--- config.mk ---
export PLATFORM = sky130hd
export DESIGN_NAME = bouncing_ball_physics_step
export DESIGN_NICKNAME = d
export VERILOG_FILES = /design/src/hdl/bbps_pkg.sv /design/src/hdl/bouncing_ball_physics_step.sv /design/src/hdl/bbps_ctrl.sv /design/src/hdl/bbps_datapath.sv
export SDC_FILE = /design/constraint.sdc
export NUM_CORES = 2
export LEC_CHECK = 0
export CAP_MARGIN = 20
export CELL_PAD_IN_SITES_DETAIL_PLACEMENT = 1
export CELL_PAD_IN_SITES_GLOBAL_PLACEMENT = 2
export CORE_ASPECT_RATIO = 2
export CORE_UTILIZATION = 45
export CTS_BUF_LIST = sky130_fd_sc_hd__clkbuf_4
export CTS_CLUSTER_DIAMETER = 100
export DETAILED_ROUTE_END_ITERATION = 10
export DONT_BUFFER_PORTS = 1
export GPL_TIMING_DRIVEN = 0
export HOLD_SLACK_MARGIN = 0.03
export MAX_ROUTING_LAYER = met4
export PLACE_DENSITY = 0.95
export SYNTH_ARGS = -nofsm -noshare
export SYNTH_HDL_FRONTEND = slang
export SYNTH_SLANG_ARGS = --single-unit
--- constraint.sdc ---
create_clock -name clk -period 32 [get_ports clk]
set_clock_uncertainty 0.15 [all_clocks]
set_input_delay 1.6 -clock clk [delete_from_list [all_inputs] [get_ports clk]]
set_output_delay 1.6 -clock clk [all_outputs]
set_load 0.01 [all_outputs]
--- src/hdl/bbps_pkg.sv ---
// ----------------------------------------------------------------------------
// bbps_pkg: shared types and constants for the bouncing ball step block
// Fixed-point widths, register indexes, controller states, datapath commands
// and the 24-bit saturation helper.
// ----------------------------------------------------------------------------
package bbps_pkg;

  localparam int unsigned POS_W      = 24;  // positions, velocities, spin
  localparam int unsigned LIM_W      = 23;  // unsigned limits and speeds
  localparam int unsigned REST_W     = 17;  // Q1.16 restitution, below two
  localparam int unsigned DT_W       = 16;  // tick length in 2^-16 s
  localparam int unsigned ANGLE_W    = 17;  // angle in 1/256 degree
  localparam int unsigned CFG_ADDR_W = 3;
  localparam int unsigned CFG_DATA_W = 24;

  // Multiplier operands: a negated 24-bit value needs 25 bits, and the
  // unsigned 17-bit restitution needs 18 bits as a signed operand.
  localparam int unsigned MUL_A_W  = POS_W + 1;
  localparam int unsigned MUL_B_W  = REST_W + 1;
  localparam int unsigned PROD_W   = MUL_A_W + MUL_B_W;
  localparam int unsigned FRAC_W   = 16;
  localparam int unsigned RND_W    = PROD_W - FRAC_W;
  localparam int unsigned SUM_W    = RND_W + 1;

  // Angle reduction: a bias of ANGLE_FULL * 2^(MOD_STEPS-1) makes the sum
  // positive and below ANGLE_FULL * 2^MOD_STEPS.
  localparam int unsigned MOD_W     = 25;
  localparam int unsigned MOD_STEPS = 8;
  localparam int unsigned MOD_CNT_W = 3;
  localparam logic [MOD_W-1:0] ANGLE_FULL = 25'd92160;
  localparam logic [MOD_W-1:0] ANGLE_BIAS = ANGLE_FULL << (MOD_STEPS - 1);

  localparam logic signed [POS_W-1:0] POS_MAX = 24'sh7FFFFF;
  localparam logic signed [POS_W-1:0] POS_MIN = 24'sh800000;

  localparam logic signed [POS_W-1:0] GRAVITY_RST   = -24'sd250880;
  localparam logic [REST_W-1:0]       REST_RST      = 17'd62259;
  localparam logic [LIM_W-1:0]        FLOOR_RST     = 23'd15360;
  localparam logic [LIM_W-1:0]        RADIUS_RST    = 23'd10240;
  localparam logic [LIM_W-1:0]        LEFT_RST      = 23'd10240;
  localparam logic [LIM_W-1:0]        RIGHT_RST     = 23'd153600;
  localparam logic [LIM_W-1:0]        MIN_SPEED_RST = 23'd5120;

  localparam int unsigned IN_DATA_W  = 136;
  localparam int unsigned OUT_DATA_W = 120;
  localparam int unsigned OUT_USER_W = 2;

  typedef enum logic [CFG_ADDR_W-1:0] {
    CFG_GRAVITY   = 3'd0,
    CFG_REST      = 3'd1,
    CFG_FLOOR     = 3'd2,
    CFG_RADIUS    = 3'd3,
    CFG_LEFT      = 3'd4,
    CFG_RIGHT     = 3'd5,
    CFG_MIN_SPEED = 3'd6
  } cfg_addr_t;

  typedef enum logic [3:0] {
    ST_IDLE,
    ST_GRAV,
    ST_VY,
    ST_PX,
    ST_PY,
    ST_CHECK,
    ST_BOUNCE_Y,
    ST_BOUNCE_X,
    ST_ROT,
    ST_MOD,
    ST_DONE
  } state_t;

  typedef enum logic [2:0] {
    MUL_GRAV_DT,
    MUL_VX_DT,
    MUL_VY_DT,
    MUL_VY_REST,
    MUL_VX_REST,
    MUL_SPIN_DT
  } mul_sel_t;

  typedef enum logic [3:0] {
    OP_NONE,
    OP_CAPTURE,
    OP_VY_ADD,
    OP_PX_ADD,
    OP_PY_ADD,
    OP_CHECK,
    OP_VY_BOUNCE,
    OP_VX_BOUNCE,
    OP_ROT_ADD,
    OP_MOD_STEP
  } dp_op_t;

  typedef struct packed {
    dp_op_t                 op;
    mul_sel_t               mul_sel;
    logic [MOD_CNT_W-1:0]   mod_shift;
    logic                   out_load;
  } dp_cmd_t;

  // Clamp a wide signed sum into the signed 24-bit range.
  function automatic logic signed [POS_W-1:0] sat_pos(input logic signed [SUM_W-1:0] v);
    logic fits;
    fits = (v[SUM_W-1:POS_W-1] == {(SUM_W-POS_W+1){v[SUM_W-1]}});
    if (fits) begin
      return v[POS_W-1:0];
    end else if (v[SUM_W-1]) begin
      return POS_MIN;
    end else begin
      return POS_MAX;
    end
  endfunction

endpackage

--- src/hdl/bouncing_ball_physics_step.sv ---
// ----------------------------------------------------------------------------
// bouncing_ball_physics_step: fixed-point bouncing ball, one step per item
// Top level: stream ports, sequencer, datapath and checks.
// ----------------------------------------------------------------------------
// A load item (tuser high) takes one result transfer: it copies the start
// fields into the ball and clears the angle. A tick goes from its input
// transfer to its result through the gravity, velocity, bounce and spin
// products of the single shared 25x18 multiplier (each product registered
// before use), the floor and wall checks, and an eight-step restoring
// reduction of the angle modulo 360 degrees. One item is in flight at a
// time; the next input transfer is taken as soon as the result sits in the
// output register, even if that result has not been taken yet.
// Configuration writes are expected only while the block is idle.
module bouncing_ball_physics_step (
  input  logic                                   clk,
  input  logic                                   rst_n,
  input  logic                                   cfg_we,
  input  logic [bbps_pkg::CFG_ADDR_W-1:0]        cfg_addr,
  input  logic [bbps_pkg::CFG_DATA_W-1:0]        cfg_wdata,
  input  logic                                   in_tvalid,
  output logic                                   in_tready,
  // step_time[15:0], start_x[39:16], start_y[63:40], start_vel_x[87:64],
  // start_vel_y[111:88], start_spin[135:112]
  input  logic [bbps_pkg::IN_DATA_W-1:0]         in_tdata,
  // cmd: 0 tick, 1 load
  input  logic                                   in_tuser,
  output logic                                   out_tvalid,
  input  logic                                   out_tready,
  // pos_x[23:0], pos_y[47:24], vel_x[71:48], vel_y[95:72], angle[112:96],
  // zero fill[119:113]
  output logic [bbps_pkg::OUT_DATA_W-1:0]        out_tdata,
  // floor_bounce[0], wall_bounce[1]
  output logic [bbps_pkg::OUT_USER_W-1:0]        out_tuser
);
  import bbps_pkg::*;

  dp_cmd_t                 dp_cmd;
  logic signed [POS_W-1:0] pos_x, pos_y, vel_x, vel_y;
  logic [ANGLE_W-1:0]      angle;
  logic                    floor_bounce, wall_bounce;

  bbps_ctrl u_ctrl (
    .clk        (clk),
    .rst_n      (rst_n),
    .in_tvalid  (in_tvalid),
    .in_load    (in_tuser),
    .in_tready  (in_tready),
    .out_tready (out_tready),
    .out_tvalid (out_tvalid),
    .dp_cmd     (dp_cmd)
  );

  bbps_datapath u_datapath (
    .clk              (clk),
    .rst_n            (rst_n),
    .cmd              (dp_cmd),
    .cfg_we           (cfg_we),
    .cfg_addr         (cfg_addr),
    .cfg_wdata        (cfg_wdata),
    .in_load          (in_tuser),
    .in_step_time     (in_tdata[15:0]),
    .in_start_x       ($signed(in_tdata[39:16])),
    .in_start_y       ($signed(in_tdata[63:40])),
    .in_start_vel_x   ($signed(in_tdata[87:64])),
    .in_start_vel_y   ($signed(in_tdata[111:88])),
    .in_start_spin    ($signed(in_tdata[135:112])),
    .out_pos_x        (pos_x),
    .out_pos_y        (pos_y),
    .out_vel_x        (vel_x),
    .out_vel_y        (vel_y),
    .out_angle        (angle),
    .out_floor_bounce (floor_bounce),
    .out_wall_bounce  (wall_bounce)
  );

  assign out_tdata = {7'b0, angle, vel_y, vel_x, pos_y, pos_x};
  assign out_tuser = {wall_bounce, floor_bounce};

`ifndef NO_ASSERTIONS
  // An accepted item keeps the block busy for at least the next cycle.
  a_busy_after_accept: assert property (@(posedge clk) disable iff (!rst_n)
    (in_tvalid && in_tready) |=> !in_tready)
    else $error("input accepted again right after a transfer");

  // The reduced angle always lands below one full turn.
  a_angle_range: assert property (@(posedge clk) disable iff (!rst_n)
    out_tvalid |-> (out_tdata[112:96] < ANGLE_FULL[ANGLE_W-1:0]))
    else $error("angle out of range");

  // A floor bounce places the ball on the floor, which is never negative.
  a_floor_pos: assert property (@(posedge clk) disable iff (!rst_n)
    (out_tvalid && out_tuser[0]) |-> !out_tdata[47])
    else $error("floor bounce with negative y");

  // A wall bounce clamps x to an unsigned limit.
  a_wall_pos: assert property (@(posedge clk) disable iff (!rst_n)
    (out_tvalid && out_tuser[1]) |-> !out_tdata[23])
    else $error("wall bounce with negative x");
`endif

endmodule

--- src/hdl/bbps_ctrl.sv ---
// ----------------------------------------------------------------------------
// bbps_ctrl: sequencer for the bouncing ball step
// Walks a tick through the multiply, update, bounce and angle reduction
// steps, and owns the input ready and output valid handshakes.
// ----------------------------------------------------------------------------
module bbps_ctrl (
  input  logic              clk,
  input  logic              rst_n,
  input  logic              in_tvalid,
  input  logic              in_load,
  output logic              in_tready,
  input  logic              out_tready,
  output logic              out_tvalid,
  output bbps_pkg::dp_cmd_t dp_cmd
);
  import bbps_pkg::*;

  state_t               state_r, state_nxt;
  logic [MOD_CNT_W-1:0] mod_cnt_r, mod_cnt_nxt;
  logic                 out_valid_r, out_valid_nxt;

  always_ff @(posedge clk) begin
    if (!rst_n) begin
      state_r     <= ST_IDLE;
      mod_cnt_r   <= '0;
      out_valid_r <= 1'b0;
    end else begin
      state_r     <= state_nxt;
      mod_cnt_r   <= mod_cnt_nxt;
      out_valid_r <= out_valid_nxt;
    end
  end

  always_comb begin
    state_nxt        = state_r;
    mod_cnt_nxt      = mod_cnt_r;
    dp_cmd.op        = OP_NONE;
    dp_cmd.mul_sel   = MUL_GRAV_DT;
    dp_cmd.mod_shift = mod_cnt_r;
    dp_cmd.out_load  = 1'b0;
    in_tready        = (state_r == ST_IDLE);

    // Each step that uses a product consumes the one issued in the step before it.
    case (state_r)
      ST_IDLE: begin
        if (in_tvalid) begin
          dp_cmd.op = OP_CAPTURE;
          state_nxt = in_load ? ST_DONE : ST_GRAV;
        end
      end
      ST_GRAV: begin
        dp_cmd.mul_sel = MUL_GRAV_DT;
        state_nxt      = ST_VY;
      end
      ST_VY: begin
        dp_cmd.op      = OP_VY_ADD;
        dp_cmd.mul_sel = MUL_VX_DT;
        state_nxt      = ST_PX;
      end
      ST_PX: begin
        dp_cmd.op      = OP_PX_ADD;
        dp_cmd.mul_sel = MUL_VY_DT;
        state_nxt      = ST_PY;
      end
      ST_PY: begin
        dp_cmd.op = OP_PY_ADD;
        state_nxt = ST_CHECK;
      end
      ST_CHECK: begin
        dp_cmd.op      = OP_CHECK;
        dp_cmd.mul_sel = MUL_VY_REST;
        state_nxt      = ST_BOUNCE_Y;
      end
      ST_BOUNCE_Y: begin
        dp_cmd.op      = OP_VY_BOUNCE;
        dp_cmd.mul_sel = MUL_VX_REST;
        state_nxt      = ST_BOUNCE_X;
      end
      ST_BOUNCE_X: begin
        dp_cmd.op      = OP_VX_BOUNCE;
        dp_cmd.mul_sel = MUL_SPIN_DT;
        state_nxt      = ST_ROT;
      end
      ST_ROT: begin
        dp_cmd.op   = OP_ROT_ADD;
        mod_cnt_nxt = MOD_CNT_W'(MOD_STEPS - 1);
        state_nxt   = ST_MOD;
      end
      ST_MOD: begin
        dp_cmd.op = OP_MOD_STEP;
        if (mod_cnt_r == '0) begin
          state_nxt = ST_DONE;
        end else begin
          mod_cnt_nxt = mod_cnt_r - 1'b1;
        end
      end
      ST_DONE: begin
        // The result register is free once its last transfer completes.
        if (!out_valid_r || out_tready) begin
          dp_cmd.out_load = 1'b1;
          state_nxt       = ST_IDLE;
        end
      end
      default: begin
        state_nxt = ST_IDLE;
      end
    endcase

    if (dp_cmd.out_load) begin
      out_valid_nxt = 1'b1;
    end else if (out_tready) begin
      out_valid_nxt = 1'b0;
    end else begin
      out_valid_nxt = out_valid_r;
    end
  end

  assign out_tvalid = out_valid_r;

endmodule

--- src/hdl/bbps_datapath.sv ---
// ----------------------------------------------------------------------------
// bbps_datapath: ball state, configuration and arithmetic
// One shared registered multiplier with round-half-up Q16 scaling, a
// saturating adder, bounce logic and a restoring angle reduction.
// ----------------------------------------------------------------------------
module bbps_datapath (
  input  logic                                      clk,
  input  logic                                      rst_n,
  input  bbps_pkg::dp_cmd_t                         cmd,
  input  logic                                      cfg_we,
  input  logic [bbps_pkg::CFG_ADDR_W-1:0]           cfg_addr,
  input  logic [bbps_pkg::CFG_DATA_W-1:0]           cfg_wdata,
  input  logic                                      in_load,
  input  logic [bbps_pkg::DT_W-1:0]                 in_step_time,
  input  logic signed [bbps_pkg::POS_W-1:0]         in_start_x,
  input  logic signed [bbps_pkg::POS_W-1:0]         in_start_y,
  input  logic signed [bbps_pkg::POS_W-1:0]         in_start_vel_x,
  input  logic signed [bbps_pkg::POS_W-1:0]         in_start_vel_y,
  input  logic signed [bbps_pkg::POS_W-1:0]         in_start_spin,
  output logic signed [bbps_pkg::POS_W-1:0]         out_pos_x,
  output logic signed [bbps_pkg::POS_W-1:0]         out_pos_y,
  output logic signed [bbps_pkg::POS_W-1:0]         out_vel_x,
  output logic signed [bbps_pkg::POS_W-1:0]         out_vel_y,
  output logic [bbps_pkg::ANGLE_W-1:0]              out_angle,
  output logic                                      out_floor_bounce,
  output logic                                      out_wall_bounce
);
  import bbps_pkg::*;

  // Configuration
  logic signed [POS_W-1:0] gravity_r;
  logic [REST_W-1:0]       rest_r;
  logic [LIM_W-1:0]        floor_r;
  logic [LIM_W-1:0]        radius_r;
  logic [LIM_W-1:0]        left_r;
  logic [LIM_W-1:0]        right_r;
  logic [LIM_W-1:0]        min_speed_r;

  // Ball state
  logic signed [POS_W-1:0] px_r, py_r, vx_r, vy_r, spin_r;
  logic [ANGLE_W-1:0]      angle_r;

  // Working registers
  logic [DT_W-1:0]         dt_r;
  logic                    floor_hit_r, wall_hit_r;
  logic signed [RND_W-1:0] prod_r;
  logic [MOD_W-1:0]        mod_r;

  // Result register
  logic signed [POS_W-1:0] res_px_r, res_py_r, res_vx_r, res_vy_r;
  logic [ANGLE_W-1:0]      res_angle_r;
  logic                    res_floor_r, res_wall_r;

  logic signed [MUL_A_W-1:0] mul_a;
  logic signed [MUL_B_W-1:0] mul_b;
  logic signed [PROD_W-1:0]  prod_full, prod_rnd;
  logic signed [POS_W-1:0]   add_base;
  logic signed [SUM_W-1:0]   add_sum;
  logic signed [POS_W-1:0]   add_sat;
  logic signed [POS_W-1:0]   prod_sat;
  logic [POS_W-1:0]          prod_mag;
  logic signed [POS_W-1:0]   min_pos;
  logic signed [POS_W-1:0]   bounce_vy;
  logic [POS_W-1:0]          ground;
  logic signed [POS_W-1:0]   ground_sat;
  logic                      floor_hit, left_hit, right_hit;
  logic signed [SUM_W-1:0]   rot_sum;
  logic [MOD_W-1:0]          mod_sub, mod_nxt;

  always_comb begin
    case (cmd.mul_sel)
      MUL_GRAV_DT: begin
        mul_a = MUL_A_W'(gravity_r);
        mul_b = $signed({2'b00, dt_r});
      end
      MUL_VX_DT: begin
        mul_a = MUL_A_W'(vx_r);
        mul_b = $signed({2'b00, dt_r});
      end
      MUL_VY_DT: begin
        mul_a = MUL_A_W'(vy_r);
        mul_b = $signed({2'b00, dt_r});
      end
      MUL_VY_REST: begin
        mul_a = -MUL_A_W'(vy_r);
        mul_b = $signed({1'b0, rest_r});
      end
      MUL_VX_REST: begin
        mul_a = -MUL_A_W'(vx_r);
        mul_b = $signed({1'b0, rest_r});
      end
      MUL_SPIN_DT: begin
        mul_a = MUL_A_W'(spin_r);
        mul_b = $signed({2'b00, dt_r});
      end
      default: begin
        mul_a = '0;
        mul_b = '0;
      end
    endcase
  end

  // Adding one half and dropping the fraction rounds halves toward +infinity.
  assign prod_full = mul_a * mul_b;
  assign prod_rnd  = prod_full + $signed(PROD_W'(32768));

  always_comb begin
    case (cmd.op)
      OP_VY_ADD: add_base = vy_r;
      OP_PX_ADD: add_base = px_r;
      OP_PY_ADD: add_base = py_r;
      default:   add_base = '0;
    endcase
  end

  assign add_sum  = SUM_W'(add_base) + SUM_W'(prod_r);
  assign add_sat  = sat_pos(add_sum);
  assign prod_sat = sat_pos(SUM_W'(prod_r));

  // A bounce slower than the minimum keeps its sign; zero counts as upward.
  assign prod_mag  = prod_sat[POS_W-1] ? POS_W'(-prod_sat) : POS_W'(prod_sat);
  assign min_pos   = $signed({1'b0, min_speed_r});
  assign bounce_vy = (prod_mag < {1'b0, min_speed_r}) ?
                     (prod_sat[POS_W-1] ? -min_pos : min_pos) : prod_sat;

  assign ground     = POS_W'(floor_r) + POS_W'(radius_r);
  assign ground_sat = ground[POS_W-1] ? POS_MAX : $signed(ground);
  assign floor_hit  = (POS_W'(1)'(0) == 1'b0) &&
                      ((POS_W+1)'(py_r) < $signed({1'b0, ground}));
  assign left_hit   = (POS_W+1)'(px_r) < $signed({2'b00, left_r});
  assign right_hit  = (POS_W+1)'(px_r) > $signed({2'b00, right_r});

  assign rot_sum = $signed(SUM_W'(angle_r)) + SUM_W'(prod_r) + $signed(SUM_W'(ANGLE_BIAS));
  assign mod_sub = ANGLE_FULL << cmd.mod_shift;
  assign mod_nxt = (mod_r >= mod_sub) ? (mod_r - mod_sub) : mod_r;

  always_ff @(posedge clk) begin
    prod_r <= prod_rnd[PROD_W-1:FRAC_W];
  end

  always_ff @(posedge clk) begin
    if (!rst_n) begin
      gravity_r   <= GRAVITY_RST;
      rest_r      <= REST_RST;
      floor_r     <= FLOOR_RST;
      radius_r    <= RADIUS_RST;
      left_r      <= LEFT_RST;
      right_r     <= RIGHT_RST;
      min_speed_r <= MIN_SPEED_RST;
    end else if (cfg_we) begin
      case (cfg_addr)
        CFG_GRAVITY:   gravity_r   <= $signed(cfg_wdata);
        CFG_REST:      rest_r      <= cfg_wdata[REST_W-1:0];
        CFG_FLOOR:     floor_r     <= cfg_wdata[LIM_W-1:0];
        CFG_RADIUS:    radius_r    <= cfg_wdata[LIM_W-1:0];
        CFG_LEFT:      left_r      <= cfg_wdata[LIM_W-1:0];
        CFG_RIGHT:     right_r     <= cfg_wdata[LIM_W-1:0];
        CFG_MIN_SPEED: min_speed_r <= cfg_wdata[LIM_W-1:0];
        default: begin
        end
      endcase
    end
  end

  always_ff @(posedge clk) begin
    if (!rst_n) begin
      px_r    <= '0;
      py_r    <= '0;
      vx_r    <= '0;
      vy_r    <= '0;
      spin_r  <= '0;
      angle_r <= '0;
    end else begin
      case (cmd.op)
        OP_CAPTURE: begin
          if (in_load) begin
            px_r    <= in_start_x;
            py_r    <= in_start_y;
            vx_r    <= in_start_vel_x;
            vy_r    <= in_start_vel_y;
            spin_r  <= in_start_spin;
            angle_r <= '0;
          end
        end
        OP_VY_ADD: vy_r <= add_sat;
        OP_PX_ADD: px_r <= add_sat;
        OP_PY_ADD: py_r <= add_sat;
        OP_CHECK: begin
          if (floor_hit) begin
            py_r <= ground_sat;
          end
          // The left wall wins when the limits cross.
          if (left_hit) begin
            px_r <= $signed({1'b0, left_r});
          end else if (right_hit) begin
            px_r <= $signed({1'b0, right_r});
          end
          if (left_hit || right_hit) begin
            spin_r <= sat_pos(-SUM_W'(spin_r));
          end
        end
        OP_VY_BOUNCE: begin
          if (floor_hit_r) begin
            vy_r <= bounce_vy;
          end
        end
        OP_VX_BOUNCE: begin
          if (wall_hit_r) begin
            vx_r <= prod_sat;
          end
        end
        OP_MOD_STEP: begin
          if (cmd.mod_shift == '0) begin
            angle_r <= mod_nxt[ANGLE_W-1:0];
          end
        end
        default: begin
        end
      endcase
    end
  end

  always_ff @(posedge clk) begin
    case (cmd.op)
      OP_CAPTURE: begin
        dt_r        <= in_step_time;
        floor_hit_r <= 1'b0;
        wall_hit_r  <= 1'b0;
      end
      OP_CHECK: begin
        floor_hit_r <= floor_hit;
        wall_hit_r  <= left_hit || right_hit;
      end
      OP_ROT_ADD:  mod_r <= rot_sum[MOD_W-1:0];
      OP_MOD_STEP: mod_r <= mod_nxt;
      default: begin
      end
    endcase
  end

  always_ff @(posedge clk) begin
    if (cmd.out_load) begin
      res_px_r    <= px_r;
      res_py_r    <= py_r;
      res_vx_r    <= vx_r;
      res_vy_r    <= vy_r;
      res_angle_r <= angle_r;
      res_floor_r <= floor_hit_r;
      res_wall_r  <= wall_hit_r;
    end
  end

  assign out_pos_x        = res_px_r;
  assign out_pos_y        = res_py_r;
  assign out_vel_x        = res_vx_r;
  assign out_vel_y        = res_vy_r;
  assign out_angle        = res_angle_r;
  assign out_floor_bounce = res_floor_r;
  assign out_wall_bounce  = res_wall_r;

endmodule

==> run_results.csv <==
group,metric,value,unit
status,outcome,"finished with violations",
worst_setup_path,crit_type,"reg -> reg",
synthesis,syn_area_per_cell,8.57,µm²
synthesis,seq_area_frac_synth,0.256,
cts,clk_pin_slew,0.08,ns
synthesis,netlist.area_leader.share,0.190,
synthesis,yosys.cell_types.count,85,
floorplanning,rows,162,
worst_setup_path,critPathCaptureType,"flip-flop",
placement,place.port_buffers,0,
worst_setup_path,crit_path_start_kind,"flip-flop",
floorplanning,start_util,0.453,
route,routed_via_density,6.28,
route,routed-via-count,42300,
grt,grt_pass1_vias,45700,
timing,setup_viol,0,
worst_setup_path,path_depth,29,
grt,grt-ovfl-total,0,
layout,area_growth,8.83,%
cts,htree_levels,3,
timing,drv_slew,1,
synthesis,synth_most_common_cell,"nand2_1",
timing,maxSlewHeadroom,-0.0874,
placement,hpwlAfterDp,186000,µm
synthesis,ys_warn_count,0,
route,wl,225000,µm
layout,drive_gt1_frac,0.0593,
grt,grtUsageTotal,0.470,
synthesis,async_flop_share,0,
synthesis,syn-instance-count,5149,
route,wire_per_inst,33.5,µm
worst_setup_path,crit_top_cell,"fa_1",
min_path,hp-class,"reg -> reg",
cts,numCtsBuffers,115,
floorplanning,die_y,445,µm
cts,ctsResizeCount,0,
route,firstDrtPassIters,5,
status,violations,"max-slew violations",
synthesis,synth.area.top_cells,"fa_1 (19%), dfxtp_1 (15%), edfxtp_1 (11%), ha_1 (8.7%), nand2_1 (7.3%)",
cts,tritoncts,"yes",
route,ant_nets,0,
grt,grt_pass1_wl,317000,µm
timing,finalHoldViolations,0,
floorplanning,dieArea,99400,µm²
worst_setup_path,slowest_stage,"a21oi_1",
job,drv_cap,0,
layout,final_nets,6221,
synthesis,synth_top_cells_by_count,"nand2_1 (863), inv_1 (604), fa_1 (418), dfxtp_1 (328), nor2_1 (319)",
min_path,holdPathStages,2,
cts,clk_path_buf_depth,3,
cts,numClockSinks,486,
worst_setup_path,crit_buf_inv,8,
floorplanning,die_w,223,µm
cts,hold_buffers,0,
timing,tightest_slew,1.63,ns
route,drt-initial-drc-count,2727,
floorplanning,core,97300,µm²
worst_setup_path,crit_arrival,13.30,ns
timing,rsz0062_at_grt,"false",
worst_setup_path,worstPathRequired,32.75,ns
cts,clkLatencyLatePin,1.15,ns
floorplanning,num_io_pins,293,
timing,max_freq,79.7,MHz
cts,root_buffer,"clkbuf_4",
synthesis,yosys.area.top_type,"fa_1",
worst_setup_path,crit_fanout,10,
synthesis,syn_area,44100,µm²
timing,setup_tns,0,ns
route,drc,0,
synthesis,synth_edf_count,158,
synthesis,synthFlopType,"dfxtp_1",
timing,period_needed,12.55,ns
grt,antenna_found_initial,56,
worst_setup_path,critPathMaxStageDelay,1.02,ns
grt,grt_max_degree,20,
cts,cts_setup_buffers,0,
worst_setup_path,worstRegToRegCells,29,
timing,fin_crit_sh,0.392,
worst_setup_path,path_delay_family,"buffers and inverters",
placement,gp_congestion,1.09,
synthesis,synth-seq-cells,486,
[final cells by class]
cell class | instances | area (µm²)
fillers | 11800 | 49300
multi-input cells | 3790 | 29500
flip-flops and latches | 486 | 11300
inverters | 607 | 2280
well taps | 1230 | 1540
clock buffers | 167 | 1250
plain buffers | 272 | 1080
repair buffers | 55 | 457
clock inverters | 51 | 410
diodes | 69 | 173
[metal layers]
| layer | part of all wire | track usage |
|---|---|---|
| met1 | 0.29 | 0.385 |
| met2 | 0.49 | 0.783 |
| met3 | 0.078 | 0.137 |
| met4 | 0.15 | 0.546 |
| met5 | 0 | - |
[worst reg2reg max path, delay by kind of cell, from the launching register on]
| kind | cells | cell delay, ns |
|---|---|---|
| AO/OA/AOI/OAI | 8 | 2.84 |
| XOR/XNOR | 1 | 0.46 |
| adder cells (fa/ha/maj) | 7 | 3.46 |
| buffers and inverters | 8 | 3.51 |
| flip-flops | 1 | 0.32 |
| AND/OR/NAND/NOR | 5 | 1.57 |
[logic make-up (layout without fill, tap and decap cells)]
kind of cell	after synthesis	after routing	share of synthesized area
simple gates	1677	1677	0.168
compound gates	1172	1172	0.180
buf+inv	879	1152	0.0761
fa+ha+maj	725	725	0.277
flops	486	486	0.256
xor+xnor	171	171	0.0339
mux	38	38	0.00865
other cells	1	76	0.0000850
[worst paths after layout]
kind	start	slack [ns]	to
setup / recovery	u_ctrl.state_r[0]	19.45	u_datapath.prod_r[23]
hold / removal	u_datapath.right_r[2]	0.32	u_datapath.right_r[2]
setup reg to reg	u_ctrl.state_r[0]	19.45	u_datapath.prod_r[23]
hold reg to reg	u_datapath.right_r[2]	0.32	u_datapath.right_r[2]
[through the flow]
step	instances	area, µm²	utilization	hold slack (ns)	setup WS (ns)
after floorplan	5155	44100	-	0.256	18.50
after global placement	6385	45700	0.469	0.302	11.18
after detailed placement	6430	46100	0.474	0.307	19.99
after CTS	6648	47700	0.491	0.320	19.95
after global routing	6722	48000	0.493	0.334	19.37
final	6727	48000	0.493	0.317	19.45
[flip-flops by register name (all words and copies together) (netlist names), 24 cells and up]
name	cells
u_datapath.gravity_r	24
u_datapath.px_r	24
u_datapath.mod_r	25
u_datapath.out_vel_y	24
u_datapath.prod_r	27
u_datapath.vx_r	24
u_datapath.out_vel_x	24
u_datapath.vy_r	24
u_datapath.spin_r	24
u_datapath.out_pos_y	24
u_datapath.py_r	24
u_datapath.out_pos_x	24
[cells in the final DEF, fill, tap and decap left out, types with 22 or more instances in the layout]
cell	n
a21boi_0	173
and2_1	33
edfxtp_1	158
nor2b_1	41
mux2i_1	31
nand3_1	125
a21o_1	70
nor4_1	23
nand2_1	863
fa_1	418
o211ai_1	47
nor2_1	319
dfxtp_1	328
ha_1	307
xnor2_1	111
diode_2	69
a22oi_1	37
or3_1	30
a31oi_1	51
clkinv_1	36
o21bai_1	22
nor3_1	75
nand4_1	28
and3_1	28
a221oi_1	34
clkbuf_4	169
o211a_1	33
clkbuf_1	244
o21a_1	27
xor2_1	60
o21ai_0	250
nand2b_1	35
inv_1	604
buf_4	40
a21oi_1	238
Power is left out: the tool's default activity adds up to more than one toggle a clock period on the data nets, which glitch-free logic cannot reach.
